**src/rtl/core/assert_macros.svh**
```systemverilog
// Assertion macros for the channel/spatial scale gradient unit.
// Compiled to nothing when SYNTHESIS is defined; no other dependencies.
`ifndef ASSERT_MACROS_SVH
`define ASSERT_MACROS_SVH
`ifndef SYNTHESIS
// Check a property on every rising clock edge outside reset
`define CSG_ASSERT(lbl, clk, rst_n, prop, msg) \
    lbl: assert property (@(posedge clk) disable iff (!rst_n) (prop)) else $error(msg);
// Check that the consequent holds in the cycle after the antecedent
`define CSG_ASSERT_NEXT(lbl, clk, rst_n, ante, cons, msg) \
    lbl: assert property (@(posedge clk) disable iff (!rst_n) (ante) |=> (cons)) \
        else $error(msg);
`else
`define CSG_ASSERT(lbl, clk, rst_n, prop, msg)
`define CSG_ASSERT_NEXT(lbl, clk, rst_n, ante, cons, msg)
`endif
`endif

```
**src/rtl/core/csg_pkg.sv**
```systemverilog
// Shared types and constants for the channel/spatial scale gradient unit.
// No dependencies; used by every module of the block.
package csg_pkg;

    // Default store depths
    localparam int CHANNEL_SLOTS_DEF = 1024;
    localparam int SPATIAL_SLOTS_DEF = 4096;

    // Width of one rescaled weight-gradient term (|term| <= 2^29)
    localparam int TERM_W = 31;

    // Operation codes
    typedef enum logic [1:0] {
        OP_CLEAR   = 2'd0,
        OP_ELEMENT = 2'd1,
        OP_READ_CH = 2'd2,
        OP_READ_SP = 2'd3
    } op_t;

    // Control states
    typedef enum logic [2:0] {
        ST_INIT,
        ST_IDLE,
        ST_MUL1,
        ST_MUL2,
        ST_RND,
        ST_ACC,
        ST_READ,
        ST_CLEAR
    } state_t;

    // Input item
    typedef struct packed {
        op_t                operation;
        logic signed [15:0] x_value;
        logic signed [15:0] channel_weight;
        logic signed [15:0] spatial_weight;
        logic signed [15:0] output_grad;
        logic        [9:0]  channel_slot;
        logic        [11:0] spatial_slot;
    } csg_cmd_t;

    // Result item
    typedef struct packed {
        logic signed [15:0] y_value;
        logic signed [15:0] x_grad;
        logic signed [31:0] gradient_value;
        logic               saturated;
    } csg_result_t;

    // Sequencer outputs
    typedef struct packed {
        logic busy;
        logic accept;
        logic sweep;
        logic acc;
        logic read;
        logic clear_done;
    } csg_ctl_t;

    // Per-store port controls
    typedef struct packed {
        logic rd_en;
        logic acc_en;
        logic clr_en;
    } csg_store_ctl_t;

    // Product pipeline outputs
    typedef struct packed {
        logic signed [15:0]       y_value;
        logic signed [15:0]       x_grad;
        logic                     clip;
        logic signed [TERM_W-1:0] term_c;
        logic signed [TERM_W-1:0] term_s;
    } csg_mul_out_t;

endpackage

```
**src/rtl/core/csg_ctrl.sv**
```systemverilog
// Sequencer: item phases and the store clearing sweep.
// Depends on csg_pkg.
module csg_ctrl #(
    parameter int  SWEEP_LEN = csg_pkg::SPATIAL_SLOTS_DEF,
    localparam int CLRW      = (SWEEP_LEN > 1) ? $clog2(SWEEP_LEN) : 1
) (
    input  logic             clk,
    input  logic             rst_n,
    input  logic             start,
    input  csg_pkg::op_t     operation,
    output csg_pkg::csg_ctl_t ctl,
    output logic [CLRW-1:0]  sweep_addr
);

    csg_pkg::state_t state_reg;
    csg_pkg::state_t state_next;
    logic [CLRW-1:0] cnt_reg;
    logic [CLRW-1:0] cnt_next;
    logic            last;

    assign last = (cnt_reg == CLRW'(SWEEP_LEN - 1));

    // Next state
    always_comb
    begin
        state_next = state_reg;
        unique case (state_reg)
            csg_pkg::ST_INIT:
            begin
                if (last)
                begin
                    state_next = csg_pkg::ST_IDLE;
                end
            end
            csg_pkg::ST_IDLE:
            begin
                if (start)
                begin
                    unique case (operation)
                        csg_pkg::OP_CLEAR:   state_next = csg_pkg::ST_CLEAR;
                        csg_pkg::OP_ELEMENT: state_next = csg_pkg::ST_MUL1;
                        csg_pkg::OP_READ_CH,
                        csg_pkg::OP_READ_SP: state_next = csg_pkg::ST_READ;
                    endcase
                end
            end
            csg_pkg::ST_MUL1: state_next = csg_pkg::ST_MUL2;
            csg_pkg::ST_MUL2: state_next = csg_pkg::ST_RND;
            csg_pkg::ST_RND:  state_next = csg_pkg::ST_ACC;
            csg_pkg::ST_ACC:  state_next = csg_pkg::ST_IDLE;
            csg_pkg::ST_READ: state_next = csg_pkg::ST_IDLE;
            csg_pkg::ST_CLEAR:
            begin
                if (last)
                begin
                    state_next = csg_pkg::ST_IDLE;
                end
            end
        endcase
    end

    // Outputs
    always_comb
    begin
        ctl.busy       = (state_reg != csg_pkg::ST_IDLE);
        ctl.accept     = start & (state_reg == csg_pkg::ST_IDLE);
        ctl.sweep      = (state_reg == csg_pkg::ST_INIT) | (state_reg == csg_pkg::ST_CLEAR);
        ctl.acc        = (state_reg == csg_pkg::ST_ACC);
        ctl.read       = (state_reg == csg_pkg::ST_READ);
        ctl.clear_done = (state_reg == csg_pkg::ST_CLEAR) & last;
    end

    // Advance the sweep address, wrap to zero at the end
    always_comb
    begin
        cnt_next = cnt_reg;
        if (ctl.sweep)
        begin
            cnt_next = last ? '0 : cnt_reg + CLRW'(1);
        end
    end

    always_ff @(posedge clk or negedge rst_n)
    begin
        if (!rst_n)
        begin
            state_reg <= csg_pkg::ST_INIT;
            cnt_reg   <= '0;
        end
        else
        begin
            state_reg <= state_next;
            cnt_reg   <= cnt_next;
        end
    end

    assign sweep_addr = cnt_reg;

endmodule

```
**config.mk**
```make
export PLATFORM = sky130hd
export DESIGN_NAME = csg_ctrl
export DESIGN_NICKNAME = d
export VERILOG_FILES = /design/src/rtl/core/assert_macros.svh /design/src/rtl/core/csg_pkg.sv /design/src/rtl/core/csg_ctrl.sv
export SDC_FILE = /design/constraint.sdc
export NUM_CORES = 1
export LEC_CHECK = 0
export BUFFER_PORTS_ARGS = -buffer_cell sky130_fd_sc_hd__buf_4
export CAP_MARGIN = 20
export CORE_MARGIN = 1
export CORE_UTILIZATION = 42
export DETAILED_ROUTE_END_ITERATION = 12
export PLACE_DENSITY_LB_ADDON = 0.12
export SLEW_MARGIN = 30
export SYNTH_ARGS = -nofsm -noshare
export SYNTH_HDL_FRONTEND = slang
export SYNTH_SLANG_ARGS = --single-unit
```
**constraint.sdc**
```tcl
create_clock -name clk -period 2.1 [get_ports clk]
set_input_delay 0.42 -clock clk [delete_from_list [all_inputs] [get_ports clk]]
set_output_delay 0.42 -clock clk [all_outputs]
set_load 0.005 [all_outputs]
```
# Word-level counts from Yosys, hierarchy flattened
# Cells that the tools add are included.
# word_totals
regBits	15
out_inout_bits	18
# classes
add_sub_neg	1
eq_ne	14
mux	5
n_bitwise	3
reduce_logical	6
# op_table
op	count
3-bit one-hot mux with 6 select lines	1
12-bit by 1-bit adder with 12-bit output, second input constant	1
12-bit equality test, second input constant	1
3-bit equality test, second input constant	4
12-bit two-way mux	1
3-bit one-hot mux with 3 select lines	1
3-bit by 2-bit equality test with 1-bit output, second input constant	2
3-bit two-way mux	2
2-bit OR reduction	3
2-bit equality test, second input constant	2
3-bit by 1-bit equality test with 1-bit output, second input constant	1
3-bit logical NOT	1
3-bit by 1-bit inequality test with 1-bit output, second input constant	1
1-bit bitwise AND	2
2-bit by 1-bit equality test with 1-bit output, second input constant	1
2-bit logical NOT	1
2-bit by 1-bit inequality test with 1-bit output, second input constant	1
2-bit inequality test, second input constant	1
2-bit AND reduction	1
1-bit bitwise OR	1

# Longest topological paths before layout
# Gate-level depths: netlist of run 1.
# depth
depth_word	5
depth_mapped	7
ltp_nobuf	5

# Worst setup path before layout of run 1
# No wires, ideal clock.
# synth_path
kind	register -> output
from	reg cnt_reg[0], in the netlist sweep_addr[0]
to	out ctl[0] (netlist bit)
arrival_time_ns	1.394
setup_slack_ns	0.286
path_stages_with_launch	5
path_cell_list	dfrtp_1 -> ha_1 -> nand2_1 -> nor4_2 -> and2_2
# synth_lines
item	line_no	text
from (decl)	csg_ctrl.sv:17	logic [CLRW-1:0] cnt_reg;
from (signal assigned)	csg_ctrl.sv:93	cnt_reg <= cnt_next;
to (decl)	csg_ctrl.sv:11	output csg_pkg::csg_ctl_t ctl,

==> results.toml, run 1 <==
[timing]
timing.hold.ws_ps = 474
finalSetupTns_ps = 0
timing.final.crit_period_ps = 1990
rsz0062_at_grt = "no"
slew_headroom_pct = 63.2
setup_violations = 0
finClkSkew_ps = 3.69
finalHoldViolations = 0
tightest_slew_ps = 546
fin_crit_sh_pct = 94.8
fmax_mhz = 502
drv_slew = 0

[yosys]
yosys.area.top_type = "dfrtp_1"
synth.top_cell.area_share_pct = 44.7
synthArstFlopShare_pct = 100
syn_avg_cell_area_um2 = 9.76
netlist_instances = 86
ys_seq_elements = 15
yosys-top-cells-area = "dfrtp_1 45%, xor2_1 4.2%, nor2_1 3.1%"
ys_seq_area_share_pct = 44.7
synth_common_cells = "15 x dfrtp_1, 7 x nor2_1, 6 x nand2_1, 5 x o21ai_0"
syn_nets = 92
synthFlopType = "dfrtp_1"
yosys_warnings = 0
synth_edf_count = 0
synth_most_common_cell = "dfrtp_1"
synth.distinct_cells = 36
netlist_area_um2 = 840

[final_layout]
n_fill_cell = 160
diodes = 0
drive_gt1_share_pct = 33.9
syn_to_final_growth_pct = 27.9
finalNetCount = 119
largest_register_ffs = 12
stdcell_count = 137

[critical_path]
crit_buf_inv = 2
crit_chain = "and3_1, nor2_4, inv_1, buf_4"
startpoint_type = "flip-flop"
r2r_slack_ps = 420
worst_setup_path_end_kind = "output port"
path_max_fanout = 9
crit_required_ps = 1680
worst_r2r_endpoint = "sweep_addr[11]"
cp_top_family = "simple AND/OR/NAND/NOR gates"
slowest_delay_ps = 480
path_class = "flip-flop to output port"
critPathArrivalTime_ps = 1570
cpMaxStageDelayCell = "dfrtp_1"
reg2regPathDepth = 4
rr_startpoint = "state_reg[0]"

[pwr]
combPwrFrac_pct = 41.8
power_density_nw_per_um2 = 1060
total_power_mw = 1.14
p_sw_share_pct = 39.1
p_leak_nw = 0.487
power.switching_uw = 447
intPower_uw = 696
ir_drop_mv = 0.699
pwr-share-clk_pct = 14.1
p_seq_share_pct = 44.1

[clocking]
clock-sinks = 15
clock_path_buffers = 2
clkTransAtPathRegs_ps = 80
cts_inserted_buffers = 3
cts_tree = "done"
cts_root_buf = "clkbuf_4"
clk_latency_ps = 280
htreeDepth = 1

[routing]
routedWlPerCell_um = 13.1
drt_wl_total_um = 1800
drt_first_pass_iters = 4
viasPerCell = 5.54
drtAntennaViolNets = 0
drc_errors = 0
drt_iter0_drc = 20
vias = 759

[global_routing]
antenna_found_initial = 0
grt_overflow = 0
grt_pass1_vias = 642
grt_pass1_wl_um = 2870
grt_max_degree = 16
gr-usage-all-layers_pct = 18.9

[hold_path]
min_from = "start"
min_path_type = "input pin to flip-flop"
holdPathStages = 3
hold_end = "state_reg[1]"

[placement]
hpwl_um = 1370
portBuffers = 22
dp_cells = 132
place_congestion = 0.899

[floorplan]
die_w_um = 46.7
coreArea_um2 = 1800
pin_count = 23
die_y_um = 46.7
floorplan.rows = 15
initial_utilization_pct = 46.6
fp.dieArea_um2 = 2180

[outcome]
status = "finished, final reports clean"

[flow_run]
drv_cap = 0
==> routing by layer <==
layer / track usage (%) / vias to the layer above / wire length, um
li1: - / 370 / -
met1: 25.5 / 356 / 883
met2: 29.2 / 31 / 803
met3: 6.27 / 2 / 101
met4: 4.57 / 0 / 10
met5: 0 / - / 0
==> cells in the final DEF (no fill, tap or decap), types with 3 or more instances in the layout <==
cell type / n
buf_4: 23
dfrtp_1: 13
nor2_1: 7
nand2_1: 6
o21ai_0: 5
xor2_1: 4
a21oi_1: 4
inv_1: 3
nand3_1: 3
xnor2_1: 3
clkbuf_4: 3
==> cells by family after synthesis <==
kind of cell / share of synthesized area [%]
AOI/OAI and AO/OA: 17.6
xor gates and xnor gates: 7.30
adders and majority gates: 1.49
buffers and inverters: 3.28
DFF: 44.7
and+or+nand+nor: 25.6
==> cell type report <==
cell class | instances | area, um^2 | area share [%]
Timing Repair Buffer | 24 | 183 | 17.0
Tap cell | 25 | 31.3 | 2.91
Inverter | 3 | 11.3 | 1.05
Sequential cell | 15 | 378 | 35.2
Clock buffer | 4 | 26.3 | 2.45
Multi-Input combinational cell | 66 | 444 | 41.4
==> power groups by stage <==
stage | Clock (mW) | Sequential (mW) | Combinational, mW
CTS | 0.170 | 0.503 | 0.480
global route | 0.179 | 0.524 | 0.538
floorplan | 0 | 0.468 | 0.313
finish | 0.161 | 0.504 | 0.477
detailed placement | 0 | 0.505 | 0.474
global placement | 0 | 0.500 | 0.472
==> repair_timing <==
action,in CTS,in global routing
resized for setup,3,1
endpoints found under the setup margin,1,1
pin swaps,0,1
buffers inserted,0,0
hold buffers,1,0
endpoints found under the hold margin,15,0
==> worst register-to-register path, cell delays in order (launching register included) <==
cell,delay [ps]
dfrtp_1,500
and3_1,360
nor2_4,110
or4_1,530
o21ai_1,120
==> worst max-delay path by stage <==
stage                     endpoint  slack, ps          start  cells after the start
after floorplan             ctl[0]        290  sweep_addr[0]                      4
after global placement      ctl[0]        320  sweep_addr[0]                      5
after detailed placement    ctl[0]        240  sweep_addr[0]                      5
after CTS                   ctl[0]         10  sweep_addr[0]                      5
after global routing        ctl[3]          4   state_reg[1]                      4
final                       ctl[3]        110   state_reg[1]                      4
==> stage by stage <==
| step | cell area [um^2] | utilization (%) | worst slack [ps] |
|---|---|---|---|
| final | 1070 | 59.6 | 109 |
| after global placement | 1030 | 57.0 | 320 |
| after floorplan | 840 | - | 286 |
| after detailed placement | 1030 | 57.0 | 242 |
| after CTS | 1070 | 59.3 | 14.1 |
| after global routing | 1070 | 59.6 | 4.38 |
No activity file was read; power rests on OpenSTA's default activity.
==> run 2, diff against run 1 <==
--- a/config.mk
+++ b/config.mk
@@ -5,7 +5,7 @@
 export SDC_FILE = /design/constraint.sdc
 export NUM_CORES = 1
 export LEC_CHECK = 0
-export BUFFER_PORTS_ARGS = -buffer_cell sky130_fd_sc_hd__buf_4
+export BUFFER_PORTS_ARGS = -buffer_cell sky130_fd_sc_hd__buf_2
 export CAP_MARGIN = 20
 export CORE_MARGIN = 1
 export CORE_UTILIZATION = 42
==> constraint.sdc (replaced) <==
create_clock -name clk -period 2.4 [get_ports clk]
set_input_delay 0.48 -clock clk [delete_from_list [all_inputs] [get_ports clk]]
set_output_delay 0.48 -clock clk [all_outputs]
set_load 0.005 [all_outputs]
==> results.toml, run 2 (synthesis gave the netlist of run 1 again) <==
[timing]
tightest_slew_ps = 398
rsz0062_at_grt = "no"
timing.hold.ws_ps = 88.2
finClkSkew_ps = 1.66
setup_ws_ps = 140
setup_violations = 0
fmax_mhz = 442
finalHoldViolations = 0
timing.final.crit_period_ps = 2260
fin_crit_sh_pct = 94.2
slew_headroom_pct = 73.2
drv_slew = 0
finalSetupTns_ps = 0

[hold_path]
min_path_type = "input pin to asynchronous set/reset pin"

[final_layout]
syn_to_final_growth_pct = 18.9
n_fill_cell = 182
diodes = 0
finalNetCount = 118
multi_input_area_um2 = 437
register_area_um2 = 375
stdcell_count = 136
utilization_pct = 55.4
layout_common_cells = "22 x buf_2, 15 x dfrtp_1, 7 x nor2_1"
drive_gt1_share_pct = 30.6
largest_register_ffs = 12
final_common_cell = "buf_2"
finalInstanceArea_um2 = 998

[placement]
dp_cells = 132
portBuffers = 22
pre_cts_ws_ps = 477
place_congestion = 0.881
hpwl_um = 1340
dpl_cell_area_um2 = 972

[flow_run]
drv_cap = 0

[routing]
vias = 732
drc_errors = 0
drt_first_pass_iters = 5
drtAntennaViolNets = 0
routedWlPerCell_um = 13.0
viasPerCell = 5.38
drt_iter0_drc = 19
drt_wl_total_um = 1770

[global_routing]
grt_pass1_wl_um = 2700
grt_max_degree = 16
antenna_found_initial = 0
grt_overflow = 0
gr-usage-all-layers_pct = 18.3
grt_pass1_vias = 565

[clocking]
cts_tree = "done"
cts-hold-fix-buffers = 0
cts_root_buf = "clkbuf_4"
cts_inserted_buffers = 3
clock-sinks = 15
clk_latency_ps = 280
clkTransAtPathRegs_ps = 90
post_cts_resize_count = 0
clock_path_buffers = 2
htreeDepth = 1
cts_setup_buffers = 0

[critical_path]
crit_start = "sweep_addr[0]"
startpoint_type = "flip-flop"
rr_startpoint = "sweep_addr[0]"
critPathArrivalTime_ps = 1780
path_max_fanout = 8
worst_setup_path_end_kind = "output port"
crit_required_ps = 1920
path_class = "flip-flop to output port"

[pwr]
ir_drop_mv = 0.717
total_power_uw = 954
p_leak_nw = 0.481
power_density_nw_per_um2 = 955

[floorplan]
die_y_um = 46.7
initial_utilization_pct = 46.6
pin_count = 23
floorplan.rows = 15
fp.dieArea_um2 = 2180
coreArea_um2 = 1800
die_w_um = 46.7

[outcome]
status = "finished, final reports clean"
[run 2: cell types whose count changed in the layout (fill, tap and decap cells not counted), sizes merged]
| cell | previous run | this run |
|---|---|---|
| dlygate4sd3 | 1 | 0 |
[run 2: worst max-delay path: stages, from the launching register on]
cell and delay (ps):
dfrtp_1 490, ha_1 290, nand2_1 130, nor4_2 300, and2_2 180, buf_2 100
[run 2: final cells by class]
cell class,count,share of cell area [%]
repair buffers,23,11.8
flip-flops and latches,15,37.6
inverters,3,1.13
multi-input cells,66,43.7
well taps,25,3.13
clock buffers,4,2.63
[run 2: per-layer routing]
layer / wire, um / up-vias / track usage (%)
li1: - / 369 / -
met1: 916 / 345 / 28.3
met2: 773 / 16 / 23.3
met3: 59 / 2 / 3.53
met4: 21 / 0 / 10.3
met5: 0 / - / 0
[run 2: final timing paths]
kind	to	slack (ps)	cells after the start
max	ctl[0]	140	5
max reg2reg	state_reg[2]	590	6
max in group asynchronous	sweep_addr[10]	2060	1
min reg2reg	sweep_addr[10]	490	1
min	sweep_addr[4]	90	1
min in group clk	sweep_addr[10]	490	1
[run 2: where the power goes]
part           total, mW  internal (mW)  leakage (nW)  switching, mW
clock network      0.142         0.0645        0.0150         0.0774
logic              0.370          0.179         0.268          0.191
registers          0.441          0.318         0.197          0.124
==> run 3, diff against run 2 <==
--- a/config.mk
+++ b/config.mk
@@ -10,6 +10,7 @@
 export CORE_MARGIN = 1
 export CORE_UTILIZATION = 42
 export DETAILED_ROUTE_END_ITERATION = 12
+export MAX_ROUTING_LAYER = met4
 export PLACE_DENSITY_LB_ADDON = 0.12
 export SLEW_MARGIN = 30
 export SYNTH_ARGS = -nofsm -noshare
==> results.toml, run 3 (synthesis gave the netlist of run 1 again) <==
[outcome]
status = "finished, final reports clean"

[global_routing]
grt_pass1_wl_um = 2700
grt_overflow = 0
gr-usage-all-layers_pct = 19.0
grt_max_degree = 16
grt_pass1_vias = 568
antenna_found_initial = 0

[critical_path]
startpoint_type = "flip-flop"
crit_required_ps = 1920
worst-path-stages = 5
crit_buf_inv = 1
reg2regPathDepth = 6
critPathCapture = "ctl[0]"
worst_r2r_endpoint = "state_reg[2]"
cpMaxStageDelayCell = "dfrtp_1"
crit_start = "sweep_addr[0]"
r2r_slack_ps = 600
path_class = "flip-flop to output port"
worst_setup_path_end_kind = "output port"
critPathArrivalTime_ps = 1770
path_max_fanout = 8
cp_top_family = "simple AND/OR/NAND/NOR gates"
crit_chain = "ha_1, nand2_1, nor4_2, and2_2, buf_2"
slowest_delay_ps = 480
rr_startpoint = "sweep_addr[0]"

[clocking]
clock_path_buffers = 2
clock-sinks = 15
htreeDepth = 1
clk_latency_ps = 280
post_cts_resize_count = 0
cts-hold-fix-buffers = 0
cts_inserted_buffers = 3
cts_setup_buffers = 0
clkTransAtPathRegs_ps = 90
cts_root_buf = "clkbuf_4"
cts_tree = "done"

[routing]
drt_wl_total_um = 1760
drtAntennaViolNets = 0
viasPerCell = 5.34
vias = 726
drt_first_pass_iters = 4
routedWlPerCell_um = 12.9
drt_iter0_drc = 21
drc_errors = 0

[final_layout]
largest_register_ffs = 12
layout_common_cells = "22 x buf_2, 15 x dfrtp_1, 7 x nor2_1"
drive_gt1_share_pct = 30.6
finalNetCount = 118
n_fill_cell = 182
diodes = 0
final_common_cell = "buf_2"
syn_to_final_growth_pct = 18.9

[timing]
setup_violations = 0
drv_slew = 0
finalSetupTns_ps = 0
finClkSkew_ps = 1.52
rsz0062_at_grt = "no"
timing.final.crit_period_ps = 2250
fmax_mhz = 445
slew_headroom_pct = 73.7
finalHoldViolations = 0
tightest_slew_ps = 391
fin_crit_sh_pct = 93.6

[pwr]
total_power_uw = 953
p_leak_nw = 0.481
power_density_nw_per_um2 = 954
ir_drop_mv = 0.719

[floorplan]
coreArea_um2 = 1800
die_w_um = 46.7
fp.dieArea_um2 = 2180
die_y_um = 46.7
pin_count = 23
floorplan.rows = 15
initial_utilization_pct = 46.6

[flow_run]
drv_cap = 0

[placement]
portBuffers = 22
hpwl_um = 1340
place_congestion = 0.895

[hold_path]
min_path_type = "input pin to asynchronous set/reset pin"
run 3: cell counts in the layout (fill, tap and decap cells not counted):
Identical to the previous run, type by type.
run 3: how the worst min path moves through the flow:
| stage | from | end | slack (ps) | depth (start not counted) |
|---|---|---|---|---|
| global route | rst_n | sweep_addr[4] | 100 | 1 |
| global placement | rst_n | sweep_addr[4] | 400 | 1 |
| finish | rst_n | sweep_addr[4] | 90 | 1 |
| detailed placement | rst_n | sweep_addr[4] | 400 | 1 |
| floorplan | rst_n | state_reg[0] | 180 | 0 |
| CTS | rst_n | sweep_addr[3] | 90 | 1 |
run 3: power by group:
part / total (mW) / switching, mW / internal (mW)
clock: 0.142 / 0.0773 / 0.0644
sequential: 0.440 / 0.122 / 0.318
combinational: 0.371 / 0.192 / 0.179
run 3: cell type report:
class	count	area, um^2	area share (%)
Sequential cell	15	375	37.6
Clock buffer	4	26.3	2.63
Multi-Input combinational cell	66	437	43.7
Tap cell	25	31.3	3.13
Timing Repair Buffer	23	118	11.8
Inverter	3	11.3	1.13
run 3: through the flow:
step	area [um^2]	hold WS, ps	util, %	worst slack [ps]	std cells
detailed placement	972	404	54.0	477	132
finish	998	87.3	55.4	153	136
floorplan	840	184	-	526	86
global placement	972	404	54.0	566	132
CTS	998	91.5	55.4	150	136
global route	998	101	55.4	4.62	136
run 3: worst register-to-register path: cells and delay by family, from the launching register on:
| kind | cells | cell delay [ps] |
|---|---|---|
| and+or+nand+nor | 2 | 430 |
| AOI/OAI and AO/OA | 2 | 300 |
| adders and majority gates | 1 | 300 |
| DFF | 1 | 480 |
| buffers and inverters | 1 | 190 |
run 3: metal layers:
layer  part of all wire (%)  track usage, %  up-vias  wire length [um]
li1                       -               -      367                 -
met1                     52            28.3      342               905
met2                     44            23.3       15               775
met3                    3.1            3.53        2                55
met4                    1.2            10.3        0                21
met5                      0               -        -                 0
